<file path="src/hdl/psi_pkg.sv">
`timescale 1ns / 1ps
package psi_pkg;

   localparam int VEC_FRAC_BITS = 14;
   localparam int PROB_BITS     = 16;
   localparam int NORM_GUARD    = 14;

   localparam int VEC_W   = 16;
   // The sum or difference of two full-scale components needs one bit more than a field.
   localparam int MAG_W   = 17;
   localparam int DOT_W   = 2 * VEC_W + 2;
   localparam int PROD_W  = DOT_W + VEC_W;
   localparam int NORM_W  = 2 * MAG_W + 2;
   localparam int RAD_W   = NORM_W + 2 * NORM_GUARD;
   localparam int ROOT_W  = RAD_W / 2;
   localparam int QUO_W   = VEC_FRAC_BITS + 2;
   localparam int REM_W   = ROOT_W + 1 + QUO_W;
   localparam int SQRT_STAGES = RAD_W / 2;
   localparam int CSR_ADDR_W  = 4;

   localparam int RND_SHIFT = 2 * VEC_FRAC_BITS - 1;
   localparam longint SMALL_NORM2 =
      ((longint'(1) << (2 * VEC_FRAC_BITS)) + 64'd999999) / 64'd1000000;

   localparam logic signed [23:0] VEC_ONE       = 24'sd1 <<< VEC_FRAC_BITS;
   localparam logic signed [23:0] VEC_MINUS_ONE = -VEC_ONE;

   localparam logic [1:0] MODE_ISO  = 2'd0;
   localparam logic [1:0] MODE_BACK = 2'd1;
   localparam logic [1:0] MODE_FWD  = 2'd2;

   localparam logic [1:0] OUT_ABSORBED = 2'd0;
   localparam logic [1:0] OUT_BACK     = 2'd1;
   localparam logic [1:0] OUT_FORWARD  = 2'd2;
   localparam logic [1:0] OUT_NONE     = 2'd3;

   localparam logic [1:0] PROC_ABSORPTION   = 2'd0;
   localparam logic [1:0] PROC_SPECULAR     = 2'd1;
   localparam logic [1:0] PROC_LAMBERT      = 2'd2;
   localparam logic [1:0] PROC_TRANSMISSION = 2'd3;

   typedef struct packed {
      logic [PROB_BITS-1:0] random_fraction;
      logic signed [VEC_W-1:0] dir_x;
      logic signed [VEC_W-1:0] dir_y;
      logic signed [VEC_W-1:0] dir_z;
      logic signed [VEC_W-1:0] normal_x;
      logic signed [VEC_W-1:0] normal_y;
      logic signed [VEC_W-1:0] normal_z;
      logic signed [VEC_W-1:0] random_dir_x;
      logic signed [VEC_W-1:0] random_dir_y;
      logic signed [VEC_W-1:0] random_dir_z;
   } psi_req_type;

   typedef struct packed {
      logic signed [VEC_W-1:0] new_dir_x;
      logic signed [VEC_W-1:0] new_dir_y;
      logic signed [VEC_W-1:0] new_dir_z;
      logic [1:0] outcome;
      logic [1:0] process;
      logic       retry;
   } psi_rsp_type;

   typedef struct packed {
      logic [PROB_BITS-1:0] loss_probability;
      logic [PROB_BITS-1:0] specular_probability;
      logic [PROB_BITS-1:0] scatter_probability;
      logic [1:0]           scatter_mode;
   } psi_cfg_type;

   // Everything an item carries past the front end besides the radicand.
   typedef struct packed {
      logic [2:0][VEC_W-1:0] alt;
      logic [2:0][MAG_W-1:0] mag;
      logic [2:0]            neg;
      logic                  lamb;
      logic [1:0]            outcome;
      logic [1:0]            process;
      logic                  retry;
   } psi_side_type;

   function automatic logic [VEC_W-1:0] sat_vec(input logic signed [23:0] v);
      logic signed [23:0] c;
      c = v;
      if (v > VEC_ONE) begin
         c = VEC_ONE;
      end else if (v < VEC_MINUS_ONE) begin
         c = VEC_MINUS_ONE;
      end
      return c[VEC_W-1:0];
   endfunction

endpackage

</file>
<file path="src/hdl/psi_csr.sv">
`timescale 1ns / 1ps
module psi_csr (
   input  logic                            clock,
   input  logic                            reset,
   input  logic                            csr_psel,
   input  logic                            csr_penable,
   input  logic                            csr_pwrite,
   input  logic [psi_pkg::CSR_ADDR_W-1:0]  csr_paddr,
   input  logic [31:0]                     csr_pwdata,
   output logic [31:0]                     csr_prdata,
   output logic                            csr_pready,
   output psi_pkg::psi_cfg_type            cfg
);

   localparam logic [1:0] REG_LOSS     = 2'd0;
   localparam logic [1:0] REG_SPECULAR = 2'd1;
   localparam logic [1:0] REG_SCATTER  = 2'd2;
   localparam logic [1:0] REG_MODE     = 2'd3;

   psi_pkg::psi_cfg_type cfg_ff;
   logic [1:0]           index;

   assign index      = csr_paddr[3:2];
   assign csr_pready = 1'b1;
   assign cfg        = cfg_ff;

   always_ff @(posedge clock) begin
      if (reset) begin
         cfg_ff <= '0;
      end else if (csr_psel && csr_penable && csr_pwrite) begin
         unique case (index)
            REG_LOSS:     cfg_ff.loss_probability     <= csr_pwdata[psi_pkg::PROB_BITS-1:0];
            REG_SPECULAR: cfg_ff.specular_probability <= csr_pwdata[psi_pkg::PROB_BITS-1:0];
            REG_SCATTER:  cfg_ff.scatter_probability  <= csr_pwdata[psi_pkg::PROB_BITS-1:0];
            REG_MODE:     cfg_ff.scatter_mode         <= csr_pwdata[1:0];
            default:      cfg_ff <= cfg_ff;
         endcase
      end
   end

   always_comb begin
      csr_prdata = '0;
      unique case (index)
         REG_LOSS:     csr_prdata = 32'(cfg_ff.loss_probability);
         REG_SPECULAR: csr_prdata = 32'(cfg_ff.specular_probability);
         REG_SCATTER:  csr_prdata = 32'(cfg_ff.scatter_probability);
         REG_MODE:     csr_prdata = 32'(cfg_ff.scatter_mode);
         default:      csr_prdata = '0;
      endcase
   end

endmodule

</file>
<file path="config.mk">
export PLATFORM = sky130hd
export DESIGN_NAME = psi_csr
export DESIGN_NICKNAME = d
export VERILOG_FILES = /design/src/hdl/psi_pkg.sv /design/src/hdl/psi_csr.sv
export SDC_FILE = /design/constraint.sdc
export NUM_CORES = 1
export LEC_CHECK = 0
export BUFFER_PORTS_ARGS = -buffer_cell sky130_fd_sc_hd__buf_2
export CORE_ASPECT_RATIO = 0.9
export CORE_MARGIN = 2
export CORE_UTILIZATION = 40
export CTS_CLUSTER_DIAMETER = 100
export CTS_CLUSTER_SIZE = 8
export DETAILED_ROUTE_END_ITERATION = 6
export PLACE_DENSITY = 0.71
export SYNTH_ARGS = -nofsm -noshare
export SYNTH_HDL_FRONTEND = slang
export SYNTH_SLANG_ARGS = --single-unit
export TNS_END_PERCENT = 5
</file>
<file path="constraint.sdc">
create_clock -name clock -period 3.3 [get_ports clock]
set_input_delay 0.66 -clock clock [delete_from_list [all_inputs] [get_ports clock]]
set_output_delay 0.66 -clock clock [all_outputs]
set_load 0.02 [all_outputs]
</file>
# After elaboration in Yosys (flattened, before gate mapping)

Cells that the tools add are included.

Register bits: 50
Word-level logic and storage cells: 15
Output and inout port bits: 83
Input port bits: 41

Equality and inequality tests: 3
Reduce and logical (&&, ||, !) cells: 7
Mux-type cells: 1

Operators with widths:

| cell                                                                   | count |
|---|---|
| 32-bit one-hot mux with 4 select lines                                 | 1 |
| 2-bit AND reduction                                                    | 4 |
| 2-bit equality test (second input constant)                            | 2 |
| 2-bit by 1-bit equality test with 1-bit output (second input constant) | 1 |
| 1-bit logical AND                                                      | 2 |
| 2-bit logical NOT                                                      | 1 |

# Logic depth before layout (Yosys ltp)

Depth after elaboration: 3
Gate-level depth with buffers: 5
Mapped depth without buffers: 3

# Least setup slack after synthesis

No wires, ideal clock.

Path kind: in2out
From: input csr_paddr[2] (netlist bit)
To: output csr_prdata[10]
Data required time: 2,640 ps
Arrival: 1,620 ps
Path buffers: 2
Path slack: 1,020 ps
Stages: 4
Path through: buf_4 buf_4 mux2i_1 o21ai_0

Longest elaborated chain between the ends: 2
Elaborated cells on any way between the ends: 5
Classes of those cells: eq/ne (3); mux (1); reduce/logical (1)

Ends and longest elaborated chain:

| element                                     | RTL line      | RTL |
|---|---|---|
| start: declaration                          | psi_csr.sv:8  | `input logic [psi_pkg::CSR_ADDR_W-1:0] csr_paddr,` |
| 2-bit equality test (tied with other cells) | psi_csr.sv:43 | `unique case (index)` |
| 32-bit one-hot mux with 4 select lines (*)  | psi_csr.sv:43 |  |
| end: declaration                            | psi_csr.sv:10 | `output logic [31:0] csr_prdata,` |

Mark *: on every way between the ends. The rest lies on a longest branch, timed or not. The select of a mux whose other input is x is not followed.

# Final worst setup path

Ends and elaborated chain as after synthesis.

==> summary.txt <==
Final layout
  – Fill cells: roughly 600
  – Diode count: 0
  – Nets: ~380
  – Max reg flops: 50
  – Most frequent cells in the layout: buf_2, nand2b_1, mux2i_1
  – Share of layout cells above drive strength 1: a little under a third
  – Design area: a little over 0.003 mm2
  – Most common cell after layout, fill and taps aside: buf_2
  – Multi-input logic area: between 0.001 and 0.0015 mm2
  – Synthesis-to-finish area growth: 20.0%
  – Fin util: around 50%
  – FF+latch area: 0.00100 mm2

Clocking
  – CTS tree: yes
  – Cts hold-fix bufs: 0
  – Max clock buf depth: 2
  – Sink Count: 50
  – Clock transition at path regs: around 0.090 ns
  – Clock Root Buffer: clkbuf_8
  – Total CTS buffers: 5
  – CTS resizes: 0
  – CTS H-tree lvls: 2
  – Clock latency on the worst-skew pair: around 0.3 ns
  – Setup bufs post-CTS: 0

Worst setup path
  – Worst path max stage delay: 0.40 ns
  – CP Buf/Inv Count: 3
  – Worst R2R End: cfg[18]$_SDFFE_PP0P_
  – Cells along the critical path: buf_2, nor2b_2, buf_4, nand2_1, o21ai_0, buf_2
  – Startpoint type of the worst setup path: input pin
  – Crit path max-delay cell type: nor2b_2
  – CP dominant cell by count: buf_2
  – Reg2Reg Depth: 2
  – CP max FO: 11
  – CP endpoint kind: output port
  – Worst EP required: ~2.6 ns
  – Worst R2R Setup Slack: between 2 and 3 ns
  – CP delay by family, top: buffers and inverters
  – RR Startpoint: cfg[18]$_SDFFE_PP0P_
  – Worst setup path category: input pin to output port
  – Worst EP arrival: roughly 1.9 ns

Power
  – Power per cell area: about 360 mW/mm2
  – Leak Pwr: 1.59 nW
  – VDD IR max: approximately 0.15 mV

Synthesis
  – Adder-cell area share of the yosys netlist: 0%
  – Cell accounting for the most synthesized area: dfxtp_1
  – Multiplexer share of the synthesized area: roughly 27%
  – Synth Warn #: 0
  – Post-Synth XOR/XNOR Area: 0%
  – Distinct cells, synth: 20
  – Share of the synthesized area in the top cell type: 39.6%
  – Dominant cells by area after synthesis: dfxtp_1, mux2i_1, nand2b_1
  – Mapped cell area: 0.00253 mm2
  – #FFs+latches synth: 50
  – Mean Syn Cell Area: ~9.9 um2
  – Gate Count Post-Synth: ~250
  – Main combinational cell family by area after synthesis: multiplexers
  – Post-synthesis sequential area ratio: between 30 and 40%
  – Compound-Gate Fraction of Synth Area: between 2 and 3%
  – Post-Synth Simple-Gate Area: approximately 22%

Placement
  – Pre-CTS setup slack: ~0.72 ns
  – Dpl cell area: just under 0.003 mm2
  – Gpl congestion: slightly above 0.7
  – # port buffers: 88
  – Dpl hpwl: between 3000 and 4000 um

Run
  – # Max-Cap Violations: 0

Global routing
  – Grt total ovfl: 0
  – Grt met2 use: 28.4%
  – GRT busiest layer: met2
  – Met1 Use GR: 22.2%
  – Largest net degree at the start of global routing: 67
  – GRT Total Usage: 17.0%
  – First-pass GRT wire length: around 9200 um
  – Met3 usage: 3.41%
  – Initial antenna violation count: 0
  – Vias in the first global route: between 1500 and 2000

Die
  – # IOs: 124
  – Starting Density: 41.3%
  – Area of the core: 0.00611 mm2
  – Die Ht: between 70 and 80 um
  – Site row count: 27
  – Full die area: around 0.007 mm2
  – Die Wd: just under 90 um

Timing
  – Final worst-path cycle share: around 80%
  – Setup TNS Final: 0 ns
  – Final setup fails: 0
  – Final Max Slew Viols: 0
  – Slew headroom: between 40% and 50%
  – Worst slew pin tran: 0.801 ns
  – Clock skew: 0 ns
  – Fmax achieved: slightly below 400 MHz
  – Hold Fails Final Rpt: 0
  – Unrepaired setup endpoints after global routing: false
  – WHS: slightly below 0.5 ns
  – Setup ws final: approximately 0.73 ns
  – Final min period: 2.57 ns

Min path
  – Hold WC Path Type: flop to flop
  – Hold depth: 2
  – Worst Hold Launch: cfg[28]$_SDFFE_PP0P_
  – Hold EP: cfg[28]$_SDFFE_PP0P_

Route
  – DRT Pass-1 Iters: 4
  – DR WL/cell: 13.5 um
  – DR vias: 1925
  – Final ANT Viol Nets: 0
  – DR iter-0 viols: 68
  – Final wirelength: approximately 5700 um
  – DRC errors left: 0
  – Via-to-Cell Ratio: 4.57

Status
  – Outcome: complete, no violations
final cells by class:
class                           instances  share of cell area [%]
Timing Repair Buffer                   92                    15.5
Sequential cell                        50                    33.0
Multi-Input combinational cell        186                    45.1
Clock buffer                            6                    2.73
Tap cell                               87                    3.59
worst reg2reg max path, delay by kind of cell, from the launching register on:
kind / cells / cell delay [ns]
mux: 1 / 0.13
simple gates: 1 / 0.07
flops: 1 / 0.38
per-layer routing:
metal	share of wire, %	up-vias
li1	-	977
met1	47	884
met2	47	58
met3	4.4	6
met4	1.1	0
met5	0	-
kinds of logic (layout without fill, tap and decap cells):
kind of cell,Yosys count,count (layout)
AND/OR/NAND/NOR,89,89
multiplexers,66,66
flip-flops,50,50
buffers and inverters,33,98
AO/OA/AOI/OAI,14,14
other,2,17
power breakdown:
| part | internal, mW | leakage (nW) | total [mW] | switching [mW] |
|---|---|---|---|---|
| Sequential | 0.611 | 0.404 | 0.617 | 0.00588 |
| Clock | 0.162 | 0.0431 | 0.354 | 0.192 |
| Combinational | 0.0485 | 1.14 | 0.129 | 0.0804 |
| Total | 0.821 | 1.59 | 1.10 | 0.278 |
per-stage QoR:
stage | instances | power [mW]
2_1_floorplan | 269 | 0.737
3_3_place_gp | 415 | 0.759
3_5_place_dp | 415 | 0.761
4_1_cts | 421 | 1.11
5_1_grt | 421 | 1.15
6_report | 421 | 1.10
Yosys cell counts:
library cell / number
and3_1: 1
buf_2: 2
buf_4: 20
buf_6: 2
clkbuf_1: 9
conb_1: 2
dfxtp_1: 50
mux2i_1: 64
mux4_2: 2
nand2_1: 14
nand2_4: 1
nand2b_1: 66
nand3_1: 1
nand3_2: 1
nand3b_1: 1
nor2b_1: 1
nor3_2: 1
nor3b_2: 1
o21ai_0: 14
or3_4: 1
how the worst max path moves through the flow:
| stage | startpoint | end | slack, ns | cells past startpoint |
|---|---|---|---|---|
| after floorplan | csr_paddr[2] | csr_prdata[10] | 1.02 | 4 |
| after global placement | csr_paddr[2] | csr_prdata[3] | 0.70 | 6 |
| after detailed placement | csr_paddr[2] | csr_prdata[3] | 0.72 | 6 |
| after CTS | csr_paddr[2] | csr_prdata[3] | 0.72 | 6 |
| after global routing | csr_paddr[2] | csr_prdata[13] | 0.57 | 6 |
| final | csr_paddr[2] | csr_prdata[10] | 0.73 | 6 |
Power figures use the tool's default switching activity.
